[src/rtl/arp_rc_pkg.sv]
// ----------------------------------------------------------------------------
// ARP responder and cache package
// Shared widths, protocol constants, command and result types.
// ----------------------------------------------------------------------------
package arp_rc_pkg;

    localparam int CACHE_SLOTS = 16;
    localparam int SLOT_W      = $clog2(CACHE_SLOTS);

    localparam int MAC_W = 48;
    localparam int IP_W  = 32;

    localparam int CFG_IDX_W  = 2;
    localparam int CFG_DATA_W = MAC_W;

    localparam logic [CFG_IDX_W-1:0] CFG_OWN_MAC = 2'd0;
    localparam logic [CFG_IDX_W-1:0] CFG_OWN_IP  = 2'd1;

    localparam logic [15:0] HW_TYPE_ETH    = 16'h0001;
    localparam logic [15:0] PROTO_IPV4     = 16'h0800;
    localparam logic [7:0]  HW_LEN_ETH     = 8'd6;
    localparam logic [7:0]  PROTO_LEN_IPV4 = 8'd4;
    localparam logic [15:0] OP_REQUEST     = 16'd1;
    localparam logic [15:0] OP_REPLY       = 16'd2;

    localparam logic [MAC_W-1:0] BCAST_MAC = {MAC_W{1'b1}};

    localparam int CQ_DEPTH = 2;
    localparam int RQ_DEPTH = 2;

    typedef enum logic [1:0] {
        KIND_NONE    = 2'd0,
        KIND_REPLY   = 2'd1,
        KIND_REQUEST = 2'd2
    } frame_kind_t;

    typedef enum logic [1:0] {
        CMD_NONE   = 2'd0,
        CMD_ANSWER = 2'd1,
        CMD_LEARN  = 2'd2,
        CMD_LOOKUP = 2'd3
    } cmd_op_t;

    typedef struct packed {
        cmd_op_t          op;
        logic [IP_W-1:0]  ip;
        logic [MAC_W-1:0] mac;
    } cmd_t;

    typedef struct packed {
        frame_kind_t      kind;
        logic [MAC_W-1:0] dest_mac;
        logic [MAC_W-1:0] target_mac;
        logic [IP_W-1:0]  target_ip;
        logic             learned;
        logic             hit;
        logic [MAC_W-1:0] lookup_mac;
    } res_t;

    typedef struct packed {
        logic full;
        logic empty;
    } q_status_t;

endpackage

[src/rtl/arp_rc_front.sv]
// ----------------------------------------------------------------------------
// ARP front end
// Holds the station address, checks received messages and turns each
// accepted item into a cache command.
// ----------------------------------------------------------------------------
module arp_rc_front
(
    input  logic                                clk,
    input  logic                                rst_n,
    input  logic                                cfg_we,
    input  logic [arp_rc_pkg::CFG_IDX_W-1:0]    cfg_index,
    input  logic [arp_rc_pkg::CFG_DATA_W-1:0]   cfg_wdata,
    input  logic                                push,
    input  logic                                action,
    input  logic                                long_enough,
    input  logic [15:0]                         hw_type,
    input  logic [15:0]                         proto_type,
    input  logic [7:0]                          hw_len,
    input  logic [7:0]                          proto_len,
    input  logic [15:0]                         opcode,
    input  logic [arp_rc_pkg::MAC_W-1:0]        sender_mac,
    input  logic [arp_rc_pkg::IP_W-1:0]         sender_ip,
    input  logic [arp_rc_pkg::IP_W-1:0]         target_ip,
    input  logic [arp_rc_pkg::IP_W-1:0]         query_ip,
    input  arp_rc_pkg::q_status_t               cq_status,
    output logic                                cmd_push,
    output arp_rc_pkg::cmd_t                    cmd
);

    logic [arp_rc_pkg::IP_W-1:0] own_ip_reg;
    logic [arp_rc_pkg::IP_W-1:0] own_ip_next;
    logic                        msg_ok;

    always_comb
    begin
        own_ip_next = own_ip_reg;
        if (cfg_we && (cfg_index == arp_rc_pkg::CFG_OWN_IP))
        begin
            own_ip_next = cfg_wdata[arp_rc_pkg::IP_W-1:0];
        end
    end

    always_ff @(posedge clk or negedge rst_n)
    begin
        if (!rst_n)
        begin
            own_ip_reg <= '0;
        end
        else
        begin
            own_ip_reg <= own_ip_next;
        end
    end

    assign msg_ok = long_enough
                 && (hw_type == arp_rc_pkg::HW_TYPE_ETH)
                 && (proto_type == arp_rc_pkg::PROTO_IPV4)
                 && (hw_len == arp_rc_pkg::HW_LEN_ETH)
                 && (proto_len == arp_rc_pkg::PROTO_LEN_IPV4)
                 && (target_ip == own_ip_reg);

    always_comb
    begin
        cmd.op  = arp_rc_pkg::CMD_NONE;
        cmd.ip  = sender_ip;
        cmd.mac = sender_mac;
        if (action)
        begin
            cmd.op = arp_rc_pkg::CMD_LOOKUP;
            cmd.ip = query_ip;
        end
        else if (msg_ok && (opcode == arp_rc_pkg::OP_REQUEST))
        begin
            cmd.op = arp_rc_pkg::CMD_ANSWER;
        end
        else if (msg_ok && (opcode == arp_rc_pkg::OP_REPLY))
        begin
            cmd.op = arp_rc_pkg::CMD_LEARN;
        end
    end

    assign cmd_push = push && !cq_status.full;

endmodule

[src/rtl/arp_rc_cmdq.sv]
// ----------------------------------------------------------------------------
// ARP command queue
// Short queue of classified commands between the front end and the cache.
// ----------------------------------------------------------------------------
module arp_rc_cmdq
(
    input  logic                  clk,
    input  logic                  rst_n,
    input  logic                  wr_en,
    input  arp_rc_pkg::cmd_t      wr_data,
    input  logic                  rd_en,
    output arp_rc_pkg::cmd_t      rd_data,
    output arp_rc_pkg::q_status_t status
);

    localparam int PTR_W = $clog2(arp_rc_pkg::CQ_DEPTH);
    localparam int CNT_W = $clog2(arp_rc_pkg::CQ_DEPTH + 1);

    arp_rc_pkg::cmd_t mem [arp_rc_pkg::CQ_DEPTH];

    logic [PTR_W-1:0] wr_ptr_reg;
    logic [PTR_W-1:0] wr_ptr_next;
    logic [PTR_W-1:0] rd_ptr_reg;
    logic [PTR_W-1:0] rd_ptr_next;
    logic [CNT_W-1:0] cnt_reg;
    logic [CNT_W-1:0] cnt_next;
    logic             do_wr;
    logic             do_rd;

    assign status.full  = (cnt_reg == CNT_W'(arp_rc_pkg::CQ_DEPTH));
    assign status.empty = (cnt_reg == '0);
    assign do_wr        = wr_en && !status.full;
    assign do_rd        = rd_en && !status.empty;
    assign rd_data      = mem[rd_ptr_reg];

    always_comb
    begin
        wr_ptr_next = wr_ptr_reg;
        rd_ptr_next = rd_ptr_reg;
        cnt_next    = cnt_reg;
        if (do_wr)
        begin
            wr_ptr_next = (wr_ptr_reg == PTR_W'(arp_rc_pkg::CQ_DEPTH - 1)) ?
                          '0 : wr_ptr_reg + PTR_W'(1);
        end
        if (do_rd)
        begin
            rd_ptr_next = (rd_ptr_reg == PTR_W'(arp_rc_pkg::CQ_DEPTH - 1)) ?
                          '0 : rd_ptr_reg + PTR_W'(1);
        end
        if (do_wr && !do_rd)
        begin
            cnt_next = cnt_reg + CNT_W'(1);
        end
        else if (do_rd && !do_wr)
        begin
            cnt_next = cnt_reg - CNT_W'(1);
        end
    end

    always_ff @(posedge clk or negedge rst_n)
    begin
        if (!rst_n)
        begin
            wr_ptr_reg <= '0;
            rd_ptr_reg <= '0;
            cnt_reg    <= '0;
        end
        else
        begin
            wr_ptr_reg <= wr_ptr_next;
            rd_ptr_reg <= rd_ptr_next;
            cnt_reg    <= cnt_next;
        end
    end

    always_ff @(posedge clk)
    begin
        if (do_wr)
        begin
            mem[wr_ptr_reg] <= wr_data;
        end
    end

endmodule

[src/rtl/arp_rc_back.sv]
// ----------------------------------------------------------------------------
// ARP cache back end
// Searches and updates the address cache, builds each result and holds
// finished results in an output queue.
// ----------------------------------------------------------------------------
module arp_rc_back
(
    input  logic                  clk,
    input  logic                  rst_n,
    input  arp_rc_pkg::cmd_t      cmd,
    input  arp_rc_pkg::q_status_t cq_status,
    output logic                  cmd_pop,
    input  logic                  pop,
    output logic                  empty,
    output arp_rc_pkg::res_t      res
);

    localparam int SW    = arp_rc_pkg::SLOT_W;
    localparam int PTR_W = $clog2(arp_rc_pkg::RQ_DEPTH);
    localparam int CNT_W = $clog2(arp_rc_pkg::RQ_DEPTH + 1);

    logic [arp_rc_pkg::CACHE_SLOTS-1:0] valid_reg;
    logic [arp_rc_pkg::CACHE_SLOTS-1:0] valid_next;
    logic [arp_rc_pkg::IP_W-1:0]        slot_ip  [arp_rc_pkg::CACHE_SLOTS];
    logic [arp_rc_pkg::MAC_W-1:0]       slot_mac [arp_rc_pkg::CACHE_SLOTS];
    logic [SW-1:0]                      refill_reg;
    logic [SW-1:0]                      refill_next;

    logic          hit_any;
    logic [SW-1:0] hit_idx;
    logic          free_any;
    logic [SW-1:0] free_idx;
    logic          take;
    logic          slot_we;
    logic [SW-1:0] slot_widx;

    arp_rc_pkg::res_t res_new;
    arp_rc_pkg::res_t rq_mem [arp_rc_pkg::RQ_DEPTH];

    logic [PTR_W-1:0] wr_ptr_reg;
    logic [PTR_W-1:0] wr_ptr_next;
    logic [PTR_W-1:0] rd_ptr_reg;
    logic [PTR_W-1:0] rd_ptr_next;
    logic [CNT_W-1:0] cnt_reg;
    logic [CNT_W-1:0] cnt_next;
    logic             rq_full;
    logic             do_rd;

    always_comb
    begin
        hit_any  = 1'b0;
        hit_idx  = '0;
        free_any = 1'b0;
        free_idx = '0;
        for (int i = arp_rc_pkg::CACHE_SLOTS - 1; i >= 0; i--)
        begin
            if (valid_reg[i] && (slot_ip[i] == cmd.ip))
            begin
                hit_any = 1'b1;
                hit_idx = SW'(i);
            end
            if (!valid_reg[i])
            begin
                free_any = 1'b1;
                free_idx = SW'(i);
            end
        end
    end

    assign rq_full   = (cnt_reg == CNT_W'(arp_rc_pkg::RQ_DEPTH));
    assign take      = !cq_status.empty && !rq_full;
    assign cmd_pop   = take;
    assign slot_we   = take && (cmd.op == arp_rc_pkg::CMD_LEARN) && !hit_any;
    assign slot_widx = free_any ? free_idx : refill_reg;

    always_comb
    begin
        valid_next  = valid_reg;
        refill_next = refill_reg;
        if (slot_we)
        begin
            valid_next[slot_widx] = 1'b1;
            if (!free_any)
            begin
                refill_next = (refill_reg == SW'(arp_rc_pkg::CACHE_SLOTS - 1)) ?
                              '0 : refill_reg + SW'(1);
            end
        end
    end

    always_comb
    begin
        res_new = '0;
        unique case (cmd.op)
            arp_rc_pkg::CMD_ANSWER:
            begin
                res_new.kind       = arp_rc_pkg::KIND_REPLY;
                res_new.dest_mac   = cmd.mac;
                res_new.target_mac = cmd.mac;
                res_new.target_ip  = cmd.ip;
            end
            arp_rc_pkg::CMD_LEARN:
            begin
                res_new.learned = !hit_any;
            end
            arp_rc_pkg::CMD_LOOKUP:
            begin
                if (hit_any)
                begin
                    res_new.hit        = 1'b1;
                    res_new.lookup_mac = slot_mac[hit_idx];
                end
                else
                begin
                    res_new.kind      = arp_rc_pkg::KIND_REQUEST;
                    res_new.dest_mac  = arp_rc_pkg::BCAST_MAC;
                    res_new.target_ip = cmd.ip;
                end
            end
            default:
            begin
                res_new = '0;
            end
        endcase
    end

    assign empty = (cnt_reg == '0);
    assign do_rd = pop && !empty;
    assign res   = rq_mem[rd_ptr_reg];

    always_comb
    begin
        wr_ptr_next = wr_ptr_reg;
        rd_ptr_next = rd_ptr_reg;
        cnt_next    = cnt_reg;
        if (take)
        begin
            wr_ptr_next = (wr_ptr_reg == PTR_W'(arp_rc_pkg::RQ_DEPTH - 1)) ?
                          '0 : wr_ptr_reg + PTR_W'(1);
        end
        if (do_rd)
        begin
            rd_ptr_next = (rd_ptr_reg == PTR_W'(arp_rc_pkg::RQ_DEPTH - 1)) ?
                          '0 : rd_ptr_reg + PTR_W'(1);
        end
        if (take && !do_rd)
        begin
            cnt_next = cnt_reg + CNT_W'(1);
        end
        else if (do_rd && !take)
        begin
            cnt_next = cnt_reg - CNT_W'(1);
        end
    end

    always_ff @(posedge clk or negedge rst_n)
    begin
        if (!rst_n)
        begin
            valid_reg  <= '0;
            refill_reg <= '0;
            wr_ptr_reg <= '0;
            rd_ptr_reg <= '0;
            cnt_reg    <= '0;
        end
        else
        begin
            valid_reg  <= valid_next;
            refill_reg <= refill_next;
            wr_ptr_reg <= wr_ptr_next;
            rd_ptr_reg <= rd_ptr_next;
            cnt_reg    <= cnt_next;
        end
    end

    always_ff @(posedge clk)
    begin
        if (slot_we)
        begin
            slot_ip[slot_widx]  <= cmd.ip;
            slot_mac[slot_widx] <= cmd.mac;
        end
        if (take)
        begin
            rq_mem[wr_ptr_reg] <= res_new;
        end
    end

endmodule

[src/rtl/arp_responder_and_cache.sv]
// Path: an item is written into the command queue, taken by the cache stage
// once the result queue has room, and its result is then held there for pop.
// Throughput: one item per cycle unless a queue is full, set by the parallel
// compare over all cache slots and the one-command-per-cycle back end.
// Reset: cache empty, refill pointer and station IP zero, both queues empty.
// ----------------------------------------------------------------------------
// ARP responder and address cache
// Answers ARP requests for the station IP, learns replies into a
// sixteen-slot cache and resolves lookups, requesting on a miss.
// ----------------------------------------------------------------------------
module arp_responder_and_cache
(
    input  logic                                clk,
    input  logic                                rst_n,
    input  logic                                cfg_we,
    input  logic [arp_rc_pkg::CFG_IDX_W-1:0]    cfg_index,
    input  logic [arp_rc_pkg::CFG_DATA_W-1:0]   cfg_wdata,
    input  logic                                push,
    output logic                                full,
    input  logic                                action,
    input  logic                                long_enough,
    input  logic [15:0]                         hw_type,
    input  logic [15:0]                         proto_type,
    input  logic [7:0]                          hw_len,
    input  logic [7:0]                          proto_len,
    input  logic [15:0]                         opcode,
    input  logic [arp_rc_pkg::MAC_W-1:0]        sender_mac,
    input  logic [arp_rc_pkg::IP_W-1:0]         sender_ip,
    input  logic [arp_rc_pkg::IP_W-1:0]         target_ip,
    input  logic [arp_rc_pkg::IP_W-1:0]         query_ip,
    output logic                                empty,
    input  logic                                pop,
    output logic [1:0]                          frame_kind,
    output logic [arp_rc_pkg::MAC_W-1:0]        frame_dest_mac,
    output logic [arp_rc_pkg::MAC_W-1:0]        frame_target_mac,
    output logic [arp_rc_pkg::IP_W-1:0]         frame_target_ip,
    output logic                                learned,
    output logic                                lookup_hit,
    output logic [arp_rc_pkg::MAC_W-1:0]        lookup_mac
);

    arp_rc_pkg::q_status_t cq_status;
    arp_rc_pkg::cmd_t      cmd_in;
    arp_rc_pkg::cmd_t      cmd_out;
    arp_rc_pkg::res_t      res;
    logic                  cmd_push;
    logic                  cmd_pop;

    arp_rc_front u_front
    (
        .clk         (clk),
        .rst_n       (rst_n),
        .cfg_we      (cfg_we),
        .cfg_index   (cfg_index),
        .cfg_wdata   (cfg_wdata),
        .push        (push),
        .action      (action),
        .long_enough (long_enough),
        .hw_type     (hw_type),
        .proto_type  (proto_type),
        .hw_len      (hw_len),
        .proto_len   (proto_len),
        .opcode      (opcode),
        .sender_mac  (sender_mac),
        .sender_ip   (sender_ip),
        .target_ip   (target_ip),
        .query_ip    (query_ip),
        .cq_status   (cq_status),
        .cmd_push    (cmd_push),
        .cmd         (cmd_in)
    );

    arp_rc_cmdq u_cmdq
    (
        .clk     (clk),
        .rst_n   (rst_n),
        .wr_en   (cmd_push),
        .wr_data (cmd_in),
        .rd_en   (cmd_pop),
        .rd_data (cmd_out),
        .status  (cq_status)
    );

    arp_rc_back u_back
    (
        .clk       (clk),
        .rst_n     (rst_n),
        .cmd       (cmd_out),
        .cq_status (cq_status),
        .cmd_pop   (cmd_pop),
        .pop       (pop),
        .empty     (empty),
        .res       (res)
    );

    assign full             = cq_status.full;
    assign frame_kind       = res.kind;
    assign frame_dest_mac   = res.dest_mac;
    assign frame_target_mac = res.target_mac;
    assign frame_target_ip  = res.target_ip;
    assign learned          = res.learned;
    assign lookup_hit       = res.hit;
    assign lookup_mac       = res.lookup_mac;

endmodule

[config.mk]
export PLATFORM = sky130hd
export DESIGN_NAME = arp_responder_and_cache
export DESIGN_NICKNAME = d
export VERILOG_FILES = /design/src/rtl/arp_rc_pkg.sv /design/src/rtl/arp_rc_front.sv /design/src/rtl/arp_rc_cmdq.sv /design/src/rtl/arp_rc_back.sv /design/src/rtl/arp_responder_and_cache.sv
export SDC_FILE = /design/constraint.sdc
export NUM_CORES = 2
export LEC_CHECK = 0
export BUFFER_PORTS_ARGS = -buffer_cell sky130_fd_sc_hd__buf_2
export CORE_MARGIN = 2
export CORE_UTILIZATION = 40
export CTS_CLUSTER_DIAMETER = 40
export DETAILED_ROUTE_END_ITERATION = 7
export SLEW_MARGIN = 15
export SYNTH_ARGS = -nofsm -noshare
export SYNTH_HDL_FRONTEND = slang
export SYNTH_SLANG_ARGS = --single-unit
[constraint.sdc]
create_clock -name clk -period 19.7 [get_ports clk]
set_clock_uncertainty 0.2 [all_clocks]
set_input_delay 0.985 -clock clk [delete_from_list [all_inputs] [get_ports clk]]
set_output_delay 0.985 -clock clk [all_outputs]
set_load 0.02 [all_outputs]
**Yosys cells after proc, flatten, opt, wreduce, memory -nomap -nowiden**

Memory sizes are Yosys's and may differ from the RTL's.
Index checks and enable logic that the tools add are counted.

- $add $sub $neg: 9
- Magnitude comparators: 2
- Equal/unequal tests: 30
- Multiplexer cells: 94
- Bitwise operators: 2
- Reduce and logical (&&, ||, !) cells: 50

Operators by type and width:

| operator | number |
|---|---|
| $eq 32x32->1 | 17 |
| $mux 4 | 34 |
| $pmux 50 s2 | 1 |
| $mux 49 | 2 |
| $mux 32 | 2 |
| $pmux 32 s2 | 1 |
| $mux 50 | 1 |
| $mux 48 | 1 |
| $mux 1 | 44 |
| $logic_and 1x1->1 | 36 |
| $eq 16x1->1 const B | 2 |
| $eq 16x12->1 const B | 1 |
| $eq 16x2->1 const B | 1 |
| $eq 8x3->1 const B | 2 |
| $or 16x16->16 | 1 |
| $mux 2 | 7 |
| $logic_not 1->1 | 9 |
| $eq 2x2->1 const B | 4 |
| $lt 4x5->1 const B | 1 |
| $add 1x1->1 const B | 4 |
| $add 2x1->2 const B | 2 |
| $add 4x1->4 const B | 1 |
| $demux 1 s4 | 1 |
| $eq 2x1->1 const B | 2 |
| 7 further kinds | 10 |

- Register bits after elaboration: 60
- Bits in writable memories: 1804
- Output and inout port bits: 182
- Memories: 4

Memories:

| memory | depth | bits a word | rd ports | clocked after memory_dff | write ports | RTL line | RTL |
|---|---|---|---|---|---|---|---|
| u_back.slot_mac | 16 | 48 | 1 | 0 | 1 | arp_rc_back.sv:25 | `logic [arp_rc_pkg::MAC_W-1:0] slot_mac [arp_rc_pkg::CACHE_SLOTS];` |
| u_back.slot_ip | 16 | 32 | 16 | 0 | 1 | arp_rc_back.sv:24 | `logic [arp_rc_pkg::IP_W-1:0] slot_ip [arp_rc_pkg::CACHE_SLOTS];` |
| u_back.rq_mem | 2 | 180 | 1 | 0 | 1 | arp_rc_back.sv:38 | `arp_rc_pkg::res_t rq_mem [arp_rc_pkg::RQ_DEPTH];` |
| u_cmdq.mem | 2 | 82 | 1 | 0 | 1 | arp_rc_cmdq.sv:19 | `arp_rc_pkg::cmd_t mem [arp_rc_pkg::CQ_DEPTH];` |

**Depth between registers and ports, before layout**

An unclocked memory read counts as a cell.

- Depth in word-level cells: 23
- Mapped depth: 19

**Cells and area by module**

Synthesis repeated with hierarchy kept, for this count alone.

- Cell total of the unflattened synthesis: 4208
- Area, all modules: 75272.2 um2

By module, submodules not included:

| module | instances | cells each | area each (um2) | sequential area each (um2) |
|---|---|---|---|---|
| arp_rc_back | 1 | 3702 | 66341.1 | 49847.8 |
| arp_rc_cmdq | 1 | 274 | 6463.7 | 5024.8 |
| arp_rc_front | 1 | 232 | 2467.4 | 800.8 |

**Worst setup path after synthesis**

Ideal clock, no wire load.

- Path type: reg-to-reg
- Start: reg u_cmdq.rd_ptr_reg
- End: reg u_back.valid_reg[8] in the netlist's numbering
- Arrival time: 11.132 ns
- Required time: 19.387 ns
- Path slack: 8.255 ns
- Stages on the path, launching flop included: 17
- Period minus slack after synthesis: 11.445 ns
- Path through: dfrtp_1 buf_6 buf_6 mux2i_1 buf_4 buf_6 xnor2_1 nor3_1 nand3_1 nor3_1 or4_1 nand2b_1 or2_1 nor3_1 nand2_1 nor4_1 or2_2

- Cells in the longest elaborated chain, start to end: 21
- Elaborated cells between the ends (all ways): 53
- Those cells by class: 17 x eq/ne; 16 x mux; 19 x reduce/logical; 1 x memory

RTL lines:

| item | RTL line | RTL |
|---|---|---|
| start: declaration | arp_rc_cmdq.sv:23 | `logic [PTR_W-1:0] rd_ptr_reg;` |
| start signal: assignment | arp_rc_cmdq.sv:72 | `rd_ptr_reg <= rd_ptr_next;` |
| $mem_v2 2x82 * | n/a |  |
| $eq 32x32->1 | arp_rc_back.sv:57 | `if (valid_reg[i] && (slot_ip[i] == cmd.ip))` |
| $logic_and 1x1->1 | arp_rc_back.sv:57 |  |
| $mux 1 (16 in series) | arp_rc_back.sv:57 |  |
| $logic_not 1->1 | arp_rc_back.sv:73 | `assign slot_we = take && (cmd.op == arp_rc_pkg::CMD_LEARN) && !hit_any;` |
| $logic_and 1x1->1 * | arp_rc_back.sv:73 |  |
| end signal: assignment | arp_rc_back.sv:168 | `valid_reg <= valid_next;` |
| end: declaration | arp_rc_back.sv:22 | `logic [arp_rc_pkg::CACHE_SLOTS-1:0] valid_reg;` |

Every way passes the cells marked *; elsewhere a longest branch is shown, timed or not.
A chain may end at the register's enable or synchronous reset.

==> flow_metrics.env <==
export IMPL_status="finished, final reports clean"
export IMPL_h_tree_depth=4
export IMPL_design_core_area_um2=184800
export IMPL_grt_max_degree=135
export IMPL_worstMarginPinSlew_ps=1199
export IMPL_cp_slowest_cell="buf_4"
export IMPL_max_stage_delay_ps=850
export IMPL_final_util_pct=47.30
export IMPL_regMostFlops="u_back.slot_mac"
export IMPL_cp_arrival_ps=9180
export IMPL_synthMuxAreaShare_pct=10.96
export IMPL_synth_top_family_by_area="multiplexers"
export IMPL_cp_endpoint="u_back.rq_mem[0][8]$_DFFE_PP_"
export IMPL_period_share_pct=45.14
export IMPL_die_y_um=434.7
export IMPL_largest_reg_flops=768
export IMPL_drive_gt1_share_pct=27.09
export IMPL_first_pass_iters=5
export IMPL_yosysWarnings=0
export IMPL_power_density_nw_per_um2=154.6
export IMPL_design_portCount=447
export IMPL_reg2reg_from="u_cmdq.rd_ptr_reg$_DFFE_PN0P_"
export IMPL_reg2reg_setup_slack_ps=10810
export IMPL_dieArea_um2=189000
export IMPL_syn_nets=4346
export IMPL_initial_utilization_pct=40.14
export IMPL_clock_latency_ps=890
export IMPL_yosysTopAreaCellShare_pct=73.01
export IMPL_cp_start_kind="flip-flop"
export IMPL_grt_pass1_wl_mm=278.9
export IMPL_drv_slew=0
export IMPL_cts_sinks=1864
export IMPL_regArea_um2=55680
export IMPL_drc=0
export IMPL_cp_startpoint="u_cmdq.rd_ptr_reg$_DFFE_PN0P_"
export IMPL_ys_top_cells_by_area="edfxtp_1, xnor2_1, mux2i_1"
export IMPL_slew_headroom_pct=19.97
export IMPL_r2r_cells=16
export IMPL_rows=158
export IMPL_wl_per_cell_um=27.18
export IMPL_reg_top3="u_back.slot_mac (768), u_back.slot_ip (512), u_back.rq_mem (360)"
export IMPL_cts_buffers=230
export IMPL_worstSetupEndpointType="flip-flop"
export IMPL_async_flop_share_pct=3.219
export IMPL_multi_input_area_um2=17520
export IMPL_synth_top_flop_cell="edfxtp_1"
export IMPL_postSynthAreaPerCell_um2=18.20
export IMPL_cts_tree="built"
export IMPL_p_leak_nw=28.73
export IMPL_grt_usage_pct=20.59
export IMPL_crit_path_max_fanout=37
export IMPL_critPathKind="reg -> reg"
export IMPL_hold_class="in -> reg"
export IMPL_setup_tns_ps=0
export IMPL_worst_path_most_repeated_cell="buf_4"
export IMPL_yosys_area_top_type="edfxtp_1"
export IMPL_peakVddDrop_mv=0.1130
export IMPL_syn_inst=4078
export IMPL_antenna_found_initial=21
export IMPL_rsz0062_at_grt="false"
export IMPL_hpwlAfterDp_mm=114.8
export IMPL_crit_required_ps=19990
export IMPL_max_freq_ghz=0.1125
export IMPL_whs_ps=75.84
export IMPL_synth_edf_count=1804
export IMPL_post_cts_buffers=0
export IMPL_fin_crit_ps=8892
export IMPL_grt_overflow_total=0
export IMPL_synth_adder_area_share_pct=0.05059
export IMPL_syn_area_um2=74200
export IMPL_place_congestion=0.8757
export IMPL_setup_viol=0
export IMPL_drt_total_wl_mm=198.9
export IMPL_crit_chain="buf_4, buf_4, mux2i_4, buf_4, xor2_1, nand4_1, nor4_1, nand4_1, nor4_2, nor2_1, nand3_4, buf_4, buf_4, mux4_2, a22oi_1, nand2_1"
export IMPL_nFillCells=15460
export IMPL_yosysSeqAreaShare_pct=75.03
export IMPL_cts_root_buf="clkbuf_16"
export IMPL_drt_iter0_drc=3650
export IMPL_ys_seq_elements=1864
export IMPL_routed_via_density=5.317
export IMPL_synth_xor_area_share_pct=6.456
export IMPL_reg2reg_to="u_back.rq_mem[0][8]$_DFFE_PP_"
export IMPL_synthDistinctLibCells=58
export IMPL_synth_compound_area_share_pct=2.256
export IMPL_num_vias=38920
export IMPL_syn_to_final_growth_pct=17.84
export IMPL_yosys_area_share_simple_pct=3.160
export IMPL_fin_nets=4899
export IMPL_io_buffers=430
export IMPL_cap_violations=0
export IMPL_postRouteAntennaNets=0
export IMPL_cts_resized=0
export IMPL_synth_most_common_cell="edfxtp_1"
export IMPL_die_x_um=434.7
export IMPL_first_global_vias=38470
export IMPL_cts_hold_buffers_added=0
export IMPL_yosys_top_cells_count="edfxtp_1, xnor2_1, mux2i_1"
export IMPL_clk_path_buf_depth=3
export IMPL_clk_pin_slew_ps=60
export IMPL_hold_violations=0
## power by group
| group | internal [W] | switching [W] |
|---|---|---|
| logic | 0.00104 | 0.00254 |
| registers | 0.00552 | 0.000201 |
| clock network | 0.00249 | 0.00173 |
| total | 0.00905 | 0.00447 |
## kinds of logic (layout without fill, tap and decap cells)
kind of cell               count (synthesis)  after routing
DFF                                     1864           1864
and+or+nand+nor                          455            455
adders and majority gates                  3              3
AOI/OAI and AO/OA                        250            250
other                                      0              7
buffers and inverters                    297           1051
xor gates and xnor gates                 547            547
muxes                                    662            662
## through the flow
step,worst slack [ps],power [W],cell area (um^2),std cells
after floorplan,8255,0.007957,74200,4078
after global placement,10910,0.009357,79510,6878
after detailed placement,10940,0.009422,79530,6879
after CTS,10870,0.01365,87420,7312
after global routing,10570,0.01401,87430,7315
final,10810,0.01352,87440,7319
## cell type report
cell class	instances	share of cell area [%]
antenna	7	0.02003
clock buffer	268	6.837
clock inverter	165	2.184
inverter	99	0.4250
multi-input combinational	1917	20.04
sequential	1864	63.68
tap	2480	3.549
timing repair buffer	519	3.268
## layer usage
metal	vias up	global-route usage, %	share of wire (%)
li1	16920	-	-
met1	20260	26.49	40
met2	1383	34.63	50
met3	332	4.166	6.6
met4	22	7.210	3.2
met5	-	0	0.071
## placed cells by master, fill, tap and decap left out, drive strengths merged, types with 4 or more instances in the layout
master	Yosys	final
xnor2	502	502
nor3	34	34
dfrtp	60	60
mux2	246	246
mux2i	322	322
inv	99	130
o22ai	4	4
nand2b	7	7
a21o	12	12
nor4	122	122
buf	117	519
or2	6	6
a21oi	7	7
nor2	105	105
xor2	45	45
diode	0	7
clkbuf	81	268
o21ai	105	105
nand4	34	34
nand3	40	40
edfxtp	1804	1804
a22oi	47	47
clkinvlp	0	25
nand2	71	71
clkinv	0	88
and3	6	6
and2	14	14
nor4b	4	4
mux4	94	94
a221oi	50	50
bufinv	0	21
## worst min-delay path by stage
stage | from | end | cells past startpoint
floorplan | u_back.valid_reg[10]$_DFFE_PN0P_ | u_back.valid_reg[10]$_DFFE_PN0P_ | 1
global placement | u_cmdq.cnt_reg[1]$_DFFE_PN0P_ | u_cmdq.cnt_reg[1]$_DFFE_PN0P_ | 1
detailed placement | u_cmdq.cnt_reg[1]$_DFFE_PN0P_ | u_cmdq.cnt_reg[1]$_DFFE_PN0P_ | 1
CTS | sender_mac[19] | u_cmdq.mem[1][19]$_DFFE_PP_ | 1
global route | sender_mac[30] | u_cmdq.mem[1][30]$_DFFE_PP_ | 1
finish | sender_mac[19] | u_cmdq.mem[0][19]$_DFFE_PP_ | 1
## critical path: cells and delay by family, from the launching register on
kind	cells	cell delay (ps)
xor gates and xnor gates	1	190
muxes	2	740
buffers and inverters	5	3230
and+or+nand+nor	7	2890
DFF	1	780
AOI/OAI and AO/OA	1	190
Power figures use the tool's default switching activity.
